**src/rtl/core/sads_pkg.sv**
```systemverilog
// ----------------------------------------------------------------------------
// sads_pkg
// Shared types and constants for the two-stacks-in-one-array engine.
// ----------------------------------------------------------------------------
package sads_pkg;

  localparam int WORD_WIDTH      = 32;
  localparam int STORE_DEPTH_DEF = 256;

  typedef enum logic [1:0] {
    ACT_PUSH = 2'd0,
    ACT_POP  = 2'd1,
    ACT_PEEK = 2'd2,
    ACT_NOP  = 2'd3
  } action_t;

  typedef enum logic [1:0] {
    ST_OK        = 2'd0,
    ST_OVERFLOW  = 2'd1,
    ST_UNDERFLOW = 2'd2,
    ST_RSVD      = 2'd3
  } status_t;

  typedef struct packed {
    action_t               action;
    logic                  stack_select;
    logic [WORD_WIDTH-1:0] push_value;
  } cmd_t;

  typedef struct packed {
    logic [WORD_WIDTH-1:0] read_value;
    status_t               status;
    logic                  low_empty;
    logic                  high_empty;
  } rsp_t;

  // Per-operation info carried alongside the memory read.
  typedef struct packed {
    logic    rd;
    status_t status;
    logic    low_empty;
    logic    high_empty;
  } op_info_t;

endpackage

```
**src/rtl/core/sads_ptr.sv**
```systemverilog
// ----------------------------------------------------------------------------
// sads_ptr
// Stack top counters, bounds checks and store address generation.
// ----------------------------------------------------------------------------
module sads_ptr #(
  parameter int STORE_DEPTH = sads_pkg::STORE_DEPTH_DEF,
  parameter int AW          = $clog2(STORE_DEPTH)
) (
  input  logic               clk,
  input  logic               rst,
  input  logic               accept,
  input  sads_pkg::cmd_t     cmd,
  output logic               mem_we,
  output logic               mem_re,
  output logic [AW-1:0]      mem_addr,
  output sads_pkg::op_info_t info
);
  import sads_pkg::*;

  localparam int CW = $clog2(STORE_DEPTH + 1);
  localparam logic [CW-1:0] DEPTH_C = CW'(STORE_DEPTH);
  localparam logic [CW:0]   DEPTH_W = (CW+1)'(STORE_DEPTH);

  logic [CW-1:0] low_count, low_count_next;
  logic [CW-1:0] high_count, high_count_next;
  logic          full;
  logic [CW-1:0] lo_top, hi_push, hi_top;
  logic          sel_empty;

  assign full      = ({1'b0, low_count} + {1'b0, high_count}) >= DEPTH_W;
  assign lo_top    = low_count - CW'(1);
  assign hi_push   = DEPTH_C - high_count - CW'(1);
  assign hi_top    = DEPTH_C - high_count;
  assign sel_empty = cmd.stack_select ? (high_count == '0) : (low_count == '0);

  always_comb begin
    low_count_next  = low_count;
    high_count_next = high_count;
    mem_we          = 1'b0;
    mem_re          = 1'b0;
    mem_addr        = cmd.stack_select ? hi_top[AW-1:0] : lo_top[AW-1:0];
    info.rd         = 1'b0;
    info.status     = ST_OK;
    unique case (cmd.action)
      ACT_PUSH: begin
        mem_addr = cmd.stack_select ? hi_push[AW-1:0] : low_count[AW-1:0];
        if (full) begin
          info.status = ST_OVERFLOW;
        end else begin
          mem_we = accept;
          if (cmd.stack_select) begin
            high_count_next = high_count + CW'(1);
          end else begin
            low_count_next = low_count + CW'(1);
          end
        end
      end
      ACT_POP, ACT_PEEK: begin
        if (sel_empty) begin
          info.status = ST_UNDERFLOW;
        end else begin
          mem_re  = accept;
          info.rd = 1'b1;
          if (cmd.action == ACT_POP) begin
            if (cmd.stack_select) begin
              high_count_next = high_count - CW'(1);
            end else begin
              low_count_next = low_count - CW'(1);
            end
          end
        end
      end
      default: begin
      end
    endcase
    info.low_empty  = (low_count_next == '0);
    info.high_empty = (high_count_next == '0);
  end

  always_ff @(posedge clk) begin
    if (rst) begin
      low_count  <= '0;
      high_count <= '0;
    end else if (accept) begin
      low_count  <= low_count_next;
      high_count <= high_count_next;
    end
  end

endmodule

```
**config.mk**
```make
export PLATFORM = sky130hd
export DESIGN_NAME = sads_ptr
export DESIGN_NICKNAME = d
export VERILOG_FILES = /design/src/rtl/core/sads_pkg.sv /design/src/rtl/core/sads_ptr.sv
export SDC_FILE = /design/constraint.sdc
export NUM_CORES = 1
export LEC_CHECK = 0
export ABC_CLOCK_PERIOD_IN_PS = 3580
export BUFFER_PORTS_ARGS = -buffer_cell sky130_fd_sc_hd__buf_2
export CORE_MARGIN = 2
export CORE_UTILIZATION = 56
export DETAILED_ROUTE_END_ITERATION = 8
export HOLD_SLACK_MARGIN = 0.08
export PLACE_DENSITY = 0.82
export SKIP_LAST_GASP = 1
export SYNTH_ARGS = -nofsm -noshare
export SYNTH_HDL_FRONTEND = slang
export SYNTH_SLANG_ARGS = --single-unit
```
**constraint.sdc**
```tcl
create_clock -name clk -period 3.58 [get_ports clk]
set_clock_uncertainty 0.1 [all_clocks]
set_input_delay 0.716 -clock clk [delete_from_list [all_inputs] [get_ports clk]]
set_output_delay 0.716 -clock clk [all_outputs]
set_load 0.05 [all_outputs]
```
==> results.md, run 1 <==
Yosys:
- Of all cell types, the one taking the most synthesized area is dfxtp_1.
- Counting every instance in the synthesized netlist gives 384.
- Of the post-synthesis cell area, the dominant cell type holds 13.4%.
- The combined area of all synthesized cells is 2690 sq um.
- The number of enable-type register cells in the synthesized netlist is 0.
- The unique cell type count in the Yosys netlist is 64.
- Yosys printed 0 warnings.
- The post-synthesis async set-or-reset flop share is 0%.
- By area the synthesized netlist is led by dfxtp_1 (13%), ha_1 (7.9%), nor2_1 (5.3%).
- The prevailing post-synth register cell is dfxtp_1.
- Among all cell types in the netlist, the one instantiated most often is nor2_1.
- Synthesis inferred 18 register bits.
- Averaged over all synthesized cells, the footprint is 7.01 sq um.
- In the synthesized netlist, the cells that appear most often are nor2_1 (38), nand2_1 (36), a21oi_1 (28), clkbuf_1 (22), o21ai_0 (22).
- Sequential cells were found to cover 13.4% of the synthesized design area.
- The synthesized netlist net count is 439.

Routing:
- Once detail routing completed, the nets flagged for antenna violations numbered 0.
- The mean number of vias per cell is 7.25.
- Summed over all layers, the routed wires come to 11600 microns.
- The number of design-rule violations left by the first detailed-router iteration is 873.
- The routed layout has 3807 vias.
- The number of DRC violations after detailed routing is 0.
- For this run, the detailed router's first-pass iteration total came to 7.
- After detailed routing, the average wire length per cell comes to 22.2 microns.

Worst hold path:
- The path category of the worst min-delay check is flip-flop to flip-flop.

Final layout:
- The core occupancy in the finished layout is 82.2%.
- From synthesis to final layout, the design area changed by 43.4%.
- At the end of the flow, the number of nets in the layout was 528.
- The number of fill cells is 271.
- 0 antenna diodes ended up in the layout.
- The post-route netlist has 38.2% of its cells at a drive strength greater than 1.

STA:
- The number of failing hold endpoints at the final stage came to 0.
- Setup repair after global routing could not meet its margin everywhere.
- The final critical-path required period is 3.76 ns.
- After layout, the worst setup slack is -0.182 ns.
- The post-route fraction of the period consumed by the critical path is 105%.
- The number of slew-limit violations in the final report is 0.
- The relative max-transition margin is 56.0%.
- Setup violations remaining at the end of the flow were counted as 2.
- The worst-margin pin slew is 0.652 ns.
- The final-layout setup total negative slack is -0.329 ns.
- The achievable clock frequency is 266 MHz.

Power:
- The part of the total power dissipated in the clock network is 14.8%.
- In this run the power spent charging and discharging nets is 0.000449 W.
- In this run the static leakage power is 1.68 nW.
- The cell internal power dissipation is 0.000519 W.
- The power density over the cells is 251 nW/um^2.
- The sequential power share is 22.7%.
- The fraction of power spent switching nets is 46.4%.
- The combinational share of power is 62.5%.
- VDD sags by at most 0.000223 V.

Run status:
- The checks that failed: setup timing.
- The flow ran to the end, but the final reports show violations.

Setup path:
- The worst reg-to-reg setup slack is 0.55 ns.
- The cell with the largest stage delay on the worst path is ha_1.
- Along the worst path, the maximum fanout reaches 5.
- Counting both buffers and inverters, the worst setup path holds a total of 5.
- STA puts the critical path data arrival time at 2.95 ns.
- Walking the worst path, the cells encountered are buf_2, inv_1, ha_1, inv_1, buf_4, nor2_1, a31oi_1, o21a_1, a31o_2, o2111ai_1, nor4_4, buf_6.
- Grouping stages by cell kind, the critical path spends the most delay in compound AO/OA/AOI/OAI gates.
- The worst setup path is captured at a primary output.
- The critical path's largest stage delay is 0.37 ns.
- The sort of element at the start of the critical path is an input pin.
- The type of the worst setup path is input pin to primary output.
- At the worst endpoint, the required time is 2.76 ns.
- The most common cell type on the critical path is inv_1.

CTS:
- After clock tree synthesis, the clock-pin slew on the worst setup and hold paths is 0.07 ns.
- The depth of the CTS H-tree is 1.
- The tree built by TritonCTS fans out to 18 sinks.
- The tree is rooted in a clkbuf_8.
- The number of buffers added by the clock tree synthesis step is 3.
- In this run the deepest clock path goes through 2 buffers.
- For the worst-skew pair, the clock arrives at the later sink with an insertion delay of 0.26 ns.
- TritonCTS built the clock tree.
- In this run, post-CTS hold repair placed 0 buffers.

Global routing:
- The first global-routing pass estimated 15800 microns of wire.
- The number of antenna violations at the first check in global routing was 0.
- The all-layer global routing usage is 37.3%.
- The via count of the first global-routing pass came to 3157.
- Entering global routing, the biggest net connects 28 pins.
- The total congestion overflow after global routing is 0.

Placement:
- Routability-driven placement finished with a final weighted congestion of 0.927.
- The detailed-placement wirelength estimate is 7090 microns.
- In this run the tool buffered the top-level ports with 20 buffer cells.

Die:
- The die covers 5380 sq um.
- Measured along the x axis, the die boundary spans 73.3 microns.
- The number of ports placed on the die boundary is 53.
- The overall die height is 73.3 microns.
- Once the floorplan was initialized, standard cells occupied 57.4% of the core.
- The initialized floorplan defines 25 standard-cell rows.
- The area inside the core boundary is 4690 sq um.

Job:
- Across the run, the number of max-cap violations was 0.
==> area by class of cell <==
type / count / area, sq um / share of cell area (%)
multi-input combinational: 327 / 2500 / 64.9
tap: 54 / 67.6 / 1.75
timing repair buffer: 109 / 810 / 21.0
clock buffer: 3 / 41.3 / 1.07
inverter: 14 / 58.8 / 1.52
sequential: 18 / 378 / 9.79
==> per-layer routing <==
layer  global-route usage, %  vias up  part of all wire (%)
li1                        -     1604                     -
met1                    50.8     1699                    36
met2                    60.3      399                    44
met3                    6.04      105                    13
met4                    11.9        0                   6.3
met5                       0        -                     0
==> placed cells by master, fill, tap and decap left out, types with 12 or more instances in the layout <==
master	netlist	layout
ha_1	17	12
a21oi_1	28	24
nor2_1	38	38
xnor2_1	13	13
nand4_1	12	12
buf_4	0	83
nor3_1	13	12
nand2_1	36	35
buf_2	2	17
o21ai_0	22	19
==> state kept, by name, summed over array words and instances, names as in the netlist <==
register,flops
high_count,9
low_count,9
==> logic make-up after synthesis <==
family,share of synthesized area (%)
muxes,2.70
DFF,13.4
buffers and inverters,5.81
adders and majority gates,7.90
and+or+nand+nor,33.2
AOI/OAI and AO/OA,31.1
xor gates and xnor gates,5.86
==> what timing repair did <==
action | in CTS | in global routing
setup endpoints to repair | 2 | 3
setup buffers | 9 | 12
gates resized for setup | 36 | 46
pin swaps | 13 | 21
==> path summary, 6_finish.rpt <==
check                                to                  startpoint  cells after the start
min reg2reg   low_count[8]$_SDFFE_PP0P_   low_count[8]$_SDFFE_PP0P_                      3
max reg2reg  high_count[4]$_SDFFE_PP0P_  high_count[5]$_SDFFE_PP0P_                     12
max                             info[1]                     cmd[33]                     12
min           low_count[8]$_SDFFE_PP0P_   low_count[8]$_SDFFE_PP0P_                      3
==> stage by stage <==
step / area [sq um] / worst slack (ns) / power, W / instances / hold slack [ns]
6_report: 3860 / -0.182 / 0.000967 / 525 / 0.568
2_1_floorplan: 2720 / 0.00833 / 0.000568 / 384 / 0.411
4_1_cts: 3570 / -0.0794 / 0.000900 / 513 / 0.540
3_5_place_dp: 3300 / -0.175 / 0.000724 / 501 / 0.487
5_1_grt: 3860 / -0.360 / 0.00101 / 525 / 0.589
3_3_place_gp: 3300 / -0.145 / 0.000714 / 501 / 0.446
==> worst register-to-register path, cell delays in order (launching register included) <==
cell	delay [ns]
dfxtp_2	0.34
ha_4	0.26
a211oi_4	0.26
o21ai_2	0.12
buf_4	0.18
a211oi_4	0.28
and2_4	0.21
or4b_4	0.45
nor3b_4	0.17
buf_4	0.16
buf_4	0.12
buf_4	0.12
a211oi_2	0.19
==> power by group through the flow <==
stage	sequential (W)	combinational [W]	clock (W)
3_5_place_dp	0.000222	0.000503	0
5_1_grt	0.000220	0.000634	0.000153
3_3_place_gp	0.000221	0.000493	0
2_1_floorplan	0.000223	0.000345	0
6_report	0.000220	0.000605	0.000143
4_1_cts	0.000218	0.000538	0.000144
Power figures use the tool's default switching activity.
==> run 2, diff against run 1 <==
--- a/config.mk
+++ b/config.mk
@@ -9,10 +9,10 @@
 export BUFFER_PORTS_ARGS = -buffer_cell sky130_fd_sc_hd__buf_2
 export CORE_MARGIN = 2
 export CORE_UTILIZATION = 56
+export CTS_CLUSTER_DIAMETER = 40
 export DETAILED_ROUTE_END_ITERATION = 8
 export HOLD_SLACK_MARGIN = 0.08
 export PLACE_DENSITY = 0.82
-export SKIP_LAST_GASP = 1
 export SYNTH_ARGS = -nofsm -noshare
 export SYNTH_HDL_FRONTEND = slang
 export SYNTH_SLANG_ARGS = --single-unit
==> run 2 against run 1 <==
The flow still finishes with violations (setup timing). Setup slack got worse by 0.078 ns. Critical path type unchanged. Clock power about the same. Sequential power about the same. Global-route usage increased by 0.83 points. Wire length decreased by 2.2%. Final cell count decreased by 0.95%. Combinational power decreased by 2%. Total power decreased by 1.3%.
==> results.md, run 2 (synthesis gave the netlist of run 1 again) <==
Placement:
- The final RePlAce weighted congestion is 0.927.
- The number of placed instances, taps included, is 501.
- The placed instances occupy a cell area of 3300 sq um.
- The number of port buffers is 20.
- The detailed-placement wirelength estimate is 7090 microns.

Die:
- The starting utilization of the core area is 57.4%.
- The horizontal die dimension is 73.3 microns.
- The area inside the core boundary is 4690 sq um.
- The die covers 5380 sq um.
- The number of ports placed on the die boundary is 53.
- The overall die height is 73.3 microns.
- The row count is 25.

Global routing:
- The number of antenna violations at the first check in global routing is 0.
- The first global-routing pass estimated 16000 microns of wire.
- The via count of the first global-routing pass is 3177.
- The total congestion overflow after global routing is 0.
- Entering global routing, the biggest net connects 28 pins.
- The all-layer global routing usage is 38.2%.

Final layout:
- The number of fill cells is 280.
- The area growth from synthesis to layout is 41.8%.
- After routing the design area is 3820 sq um.
- The net count of the finished layout is 523.
- The commonest non-fill, non-tap cell in the layout is buf_4.
- The count of cells in the finished layout, fillers not included, comes to 520.
- The number of diodes added for antenna fixing is 0.
- The largest registers in the layout are high_count (9), low_count (9).
- The share of final-layout standard cells stronger than drive strength 1 is 36.9%.
- In the layout the commonest cells are buf_4 (79), nor2_1 (38), nand2_1 (35), a21oi_1 (24), o21ai_0 (18).

Job:
- The number of max-cap violations is 0.

STA:
- Timing would allow up to 260 MHz.
- Setup violations remaining at the end of the flow were counted as 2.
- The routed design could run at a clock period as short as 3.84 ns.
- The number of slew-limit violations in the final report is 0.
- Measured against its own limit, the worst slew margin works out to 56.1%.
- The worst hold slack is 0.566 ns.
- Setup total negative slack on the finished layout was measured at -0.450 ns.
- The post-route fraction of the period consumed by the critical path is 107%.
- Setup repair after global routing could not meet its margin everywhere.
- The worst-margin pin slew is 0.650 ns.
- The number of failing hold endpoints at the final stage is 0.
- After layout, the worst setup slack is -0.261 ns.

CTS:
- The buffer depth of the longest clock path is 2.
- The buffer type at the clock tree root is clkbuf_8.
- Counting the buffers created by CTS gives 3.
- The clock tree from TritonCTS is done.
- Clock tree synthesis found a total of 18 sinks.
- The clock latency reported for the late side of the worst-skew pair is 0.26 ns.
- The clock-pin transition on the worst setup and hold timing paths is 0.06 ns.
- The depth of the CTS H-tree is 1.

Worst hold path:
- The worst min-delay path endpoint is high_count[0]$_SDFFE_PP0P_.
- The path category of the worst min-delay check is flip-flop to flip-flop.
- Along the worst hold path, the cell count comes to 3.
- In this run the most critical hold path is launched from high_count[0]$_SDFFE_PP0P_.

Setup path:
- The worst path arrival time is 3.02 ns.
- In this run the critical register-to-register path is captured at high_count[4]$_SDFFE_PP0P_.
- The launch point of the worst reg-to-reg path is low_count[6]$_SDFFE_PP0P_.
- The critical path in this run is classified as input pin to primary output.
- Of all nets on the critical path, the largest fanout is 14.
- The cell count of the worst reg-to-reg path is 11.
- In this run the register-to-register setup slack is 0.59 ns.
- The type of element capturing the critical path is a primary output.
- The required time of the worst setup path is 2.76 ns.
- STA classifies the critical path startpoint as an input pin.

Power:
- The power after layout is 0.000955 W.
- The power density over the cells is 250 nW/um^2.
- VDD sags by at most 0.000221 V.
- Summed over all cells, the static leakage comes to 1.64 nW.

Routing:
- After the first detailed-routing iteration, the DRC count stood at 772.
- After detailed routing, the number of remaining DRC violations is 0.
- Dividing the detail-routed via count by the number of cells gives 7.24.
- The detail route stage leaves a number of antenna-violating nets equal to 0.
- Dividing the detail-routed wire length by the instance count gives 21.9 microns.
- The total number of vias is 3766.
- The total iterations of the first detailed-routing run is 7.
- After detailed routing, the total wire length is 11400 microns.

Run status:
- The run finished, with violations left.
- The final reports fail on setup timing.
## run 2: metrics by stage
step	worst slack [ns]	utilization [%]
2_1_floorplan	0.00833	-
3_3_place_gp	-0.145	70.3
3_5_place_dp	-0.175	70.3
4_1_cts	-0.0794	76.4
5_1_grt	-0.304	81.3
6_report	-0.261	81.3
## run 2: timing repair
action                                  4_1_cts  5_1_grt
setup buffers                                 9        7
pin swaps                                    13       17
endpoints found under the setup margin        2        3
hold buffers                                  0        0
resized for setup                            40       38
## run 2: layout make-up
type,instances,area (sq um),area share [%]
Inverter,14,58.8,1.54
Tap cell,54,67.6,1.77
Timing Repair Buffer,104,768,20.1
Sequential cell,18,378,9.90
Clock buffer,3,41.3,1.08
Multi-Input combinational cell,327,2500,65.6
## run 2: how the worst max path moves through the flow
stage	from	slack, ns	to
after detailed placement	cmd[34]	-0.18	info[0]
after global placement	cmd[34]	-0.15	info[0]
after CTS	low_count[2]$_SDFFE_PP0P_	-0.08	info[0]
after floorplan	cmd[33]	0.008	info[0]
after global routing	high_count[1]$_SDFFE_PP0P_	-0.30	info[0]
final	cmd[33]	-0.26	info[1]
## run 2: critical path, cell delays in order
cell,delay (ns)
buf_2,0.16
inv_1,0.07
ha_1,0.38
buf_4,0.24
a21oi_1,0.14
o21ai_0,0.18
a21oi_1,0.37
o2111ai_1,0.27
nor4_4,0.30
buf_6,0.20
## run 2: routing by layer
layer | part of all wire (%) | track usage (%) | up-vias
li1 | - | - | 1603
met1 | 38 | 53.4 | 1675
met2 | 43 | 60.9 | 376
met3 | 13 | 4.80 | 112
met4 | 6.9 | 12.1 | 0
met5 | 0 | 0 | -
## run 2: power breakdown
group	switching, W	internal, W
Combinational	0.000363	0.000230
Sequential	0.0000112	0.000209
Clock	0.0000668	0.0000750
==> run 3, diff against run 2 <==
--- a/config.mk
+++ b/config.mk
@@ -13,6 +13,7 @@
 export DETAILED_ROUTE_END_ITERATION = 8
 export HOLD_SLACK_MARGIN = 0.08
 export PLACE_DENSITY = 0.82
+export RECOVER_POWER = 100
 export SYNTH_ARGS = -nofsm -noshare
 export SYNTH_HDL_FRONTEND = slang
 export SYNTH_SLANG_ARGS = --single-unit
==> run 3 against run 2 <==
The flow still finishes with violations (setup timing). Global-route usage unchanged. Sequential power barely moved. Fmax about the same. Non-clock buffer count unchanged. Setup slack got worse by 0.00083 ns. First-iteration DRC count stayed put. Critical path type unchanged. Critical endpoint unchanged. Largest power group unchanged.
==> results.md, run 3 (synthesis gave the netlist of run 1 again) <==
STA:
- The slack of the critical path is -0.262 ns.
- Headroom to the max-slew limit came out at 56.0%.
- The final-layout setup total negative slack is -0.450 ns.
- The final critical-path required period is 3.84 ns.
- Setup repair after global routing could not meet its margin everywhere.
- The number of failing hold endpoints at the final stage came to 0.
- The worst-margin pin slew is 0.651 ns.
- The achievable clock frequency is 260 MHz.
- The count of final setup violators is 2.
- The post-route fraction of the period consumed by the critical path is 107%.
- The number of slew-limit violations in the final report came to 0.

Die:
- The starting utilization of the core area is 57.4%.
- The die is 73.3 microns tall.
- After floorplanning, the core was sized to cover 4690 sq um.
- The die covers 5380 sq um.
- The number of ports placed on the die boundary is 53.
- The horizontal die dimension is 73.3 microns.
- The row count is 25.

Power:
- VDD sags by at most 0.000221 V.
- The power density over the cells is 250 nW/um^2.
- Summing internal, switching and leakage power gives 0.000955 W.
- The part of the total power dissipated in the clock network is 14.8%.
- The fraction of power spent switching nets is 46.2%.
- For this design the total switching power over the nets is 0.000441 W.
- The analysis attributes to cell leakage a power of 1.64 nW.
- Combinational cells account for 62.1% of the total power.
- The cell internal power dissipation is 0.000514 W.
- Per report_power, the sequential group accounts for 23.0% of the total.

Global routing:
- The number of antenna violations at the first check in global routing is 0.
- The via count of the first global-routing pass is 3177.
- The pin count of the biggest net entering global routing is 28.
- The total congestion overflow after global routing is 0.
- The global-route wire length before repair is 16000 microns.
- For this run, the total global-route usage over all layers was measured as 38.2%.

Final layout:
- In the layout the commonest cells are buf_4 (79), nor2_1 (38), nand2_1 (35), a21oi_1 (24), o21ai_0 (18).
- The count of non-filler cells in the finished layout is 520.
- From synthesis to final layout, the design area changed by 41.8%.
- The post-route netlist has 36.9% of its cells at a drive strength greater than 1.
- The number of antenna diodes in the final layout is 0.
- The final layout net count is 523.
- After filler insertion, the fill cell instance count of the layout stands at 280.
- The largest registers in the layout are high_count (9), low_count (9).
- Leaving out fill and tap cells, the most frequent cell in the layout is buf_4.

CTS:
- The buffer depth of the longest clock path is 2.
- The number of clock buffers added by TritonCTS is 3.
- The buffer type at the clock tree root is clkbuf_8.
- In this run the number of H-tree levels came out at 1.
- The clock tree from TritonCTS is done.
- In this run, post-CTS hold repair placed 0 buffers.
- For this design, the sink count on the clock tree is 18.
- At the later pin of the worst-skew pair, clock insertion delay measures 0.26 ns.
- After clock tree synthesis, the clock-pin slew on the worst setup and hold paths is 0.06 ns.

Run status:
- The checks that failed: setup timing.
- The flow ran to the end, but the final reports show violations.

Setup path:
- At the worst endpoint, the required time is 2.76 ns.
- The critical path's largest stage delay is 0.39 ns.
- The most common cell type on the critical path is a21oi_1.
- Grouping stages by cell kind, the critical path spends the most delay in compound AO/OA/AOI/OAI gates.
- The signal on the critical path passes through buf_2, inv_1, ha_1, buf_4, a21oi_1, o21ai_0, a21oi_1, o2111ai_1, nor4_4, buf_6.
- The maximum fanout along the worst path is 14.
- The type of the worst setup path is input pin to primary output.
- The type of element capturing the critical path is a primary output.
- The cell with the largest stage delay on the worst path is ha_1.
- The worst setup path is launched from an input pin.
- The number of buffers and inverters on the critical path is 4.
- Data arrives at the worst endpoint at 3.03 ns.

Placement:
- The final RePlAce weighted congestion is 0.927.
- The number of port buffers is 20.
- The number of placed instances with taps included is 501.
- Once detailed placement completed, the half-perimeter wirelength came to 7090 microns.

Routing:
- The total number of vias is 3768.
- After detailed routing, the number of vias per cell comes to 7.25.
- After detailed routing, the average wire length per cell comes to 21.9 microns.
- The first routing iteration left 772 violations.
- In this run the remaining antenna-violating nets after routing total 0.
- The routed design has 11400 microns of wire.
- In the routed design, unresolved DRC markers number 0.
- The first TritonRoute pass finished after 7 iterations.

Worst hold path:
- The worst hold path belongs to the class flip-flop to flip-flop.

Job:
- The number of max-cap violations is 0.
run 3: cell type report:
class,instances,area [sq um],share of cell area [%]
flip-flops and latches,18,378,9.90
multi-input cells,327,2500,65.6
repair buffers,104,768,20.1
inverters,14,58.8,1.54
well taps,54,67.6,1.77
clock buffers,3,41.3,1.08
run 3: routing by layer:
layer / track usage [%] / up-vias / wire (microns)
li1: - / 1602 / -
met1: 53.4 / 1669 / 4270
met2: 60.9 / 381 / 4860
met3: 4.80 / 116 / 1450
met4: 12.1 / 0 / 814
met5: 0 / - / 0
run 3: path summary, 6_finish.rpt:
| path | startpoint | to | slack, ns | cells past startpoint |
|---|---|---|---|---|
| max | cmd[33] | info[1] | -0.26 | 10 |
| min | high_count[0]$_SDFFE_PP0P_ | high_count[0]$_SDFFE_PP0P_ | 0.57 | 3 |
| max reg2reg | low_count[6]$_SDFFE_PP0P_ | high_count[4]$_SDFFE_PP0P_ | 0.59 | 11 |
| min reg2reg | high_count[0]$_SDFFE_PP0P_ | high_count[0]$_SDFFE_PP0P_ | 0.57 | 3 |
run 3: power by group through the flow:
| stage | registers (W) | logic, W | clock network (W) |
|---|---|---|---|
| after floorplan | 0.000223 | 0.000345 | 0 |
| after detailed placement | 0.000222 | 0.000503 | 0 |
| after global routing | 0.000220 | 0.000623 | 0.000151 |
| after CTS | 0.000218 | 0.000538 | 0.000144 |
| final | 0.000220 | 0.000593 | 0.000142 |
| after global placement | 0.000221 | 0.000493 | 0 |
run 3: stage by stage:
stage	util [%]	worst slack (ns)	area, sq um	hold WS, ns
final	81.3	-0.262	3820	0.565
after global routing	81.3	-0.304	3820	0.591
after CTS	76.4	-0.0794	3590	0.540
after detailed placement	70.3	-0.175	3300	0.487
after global placement	70.3	-0.145	3300	0.446
after floorplan	-	0.00833	2720	0.411
run 3: worst register-to-register path, delay by kind of cell (launching register included):
family	cells	cell delay (ns)
simple gates	3	0.83
fa+ha+maj	1	0.32
compound gates	4	0.85
buf+inv	3	0.46
flops	1	0.34
run 3: repair_timing:
action                     in CTS  in global routing
resized for setup              40                 38
hold endpoints to repair        0                  0
pin swaps                      13                 17
buffers inserted                9                  7
setup endpoints to repair       2                  3
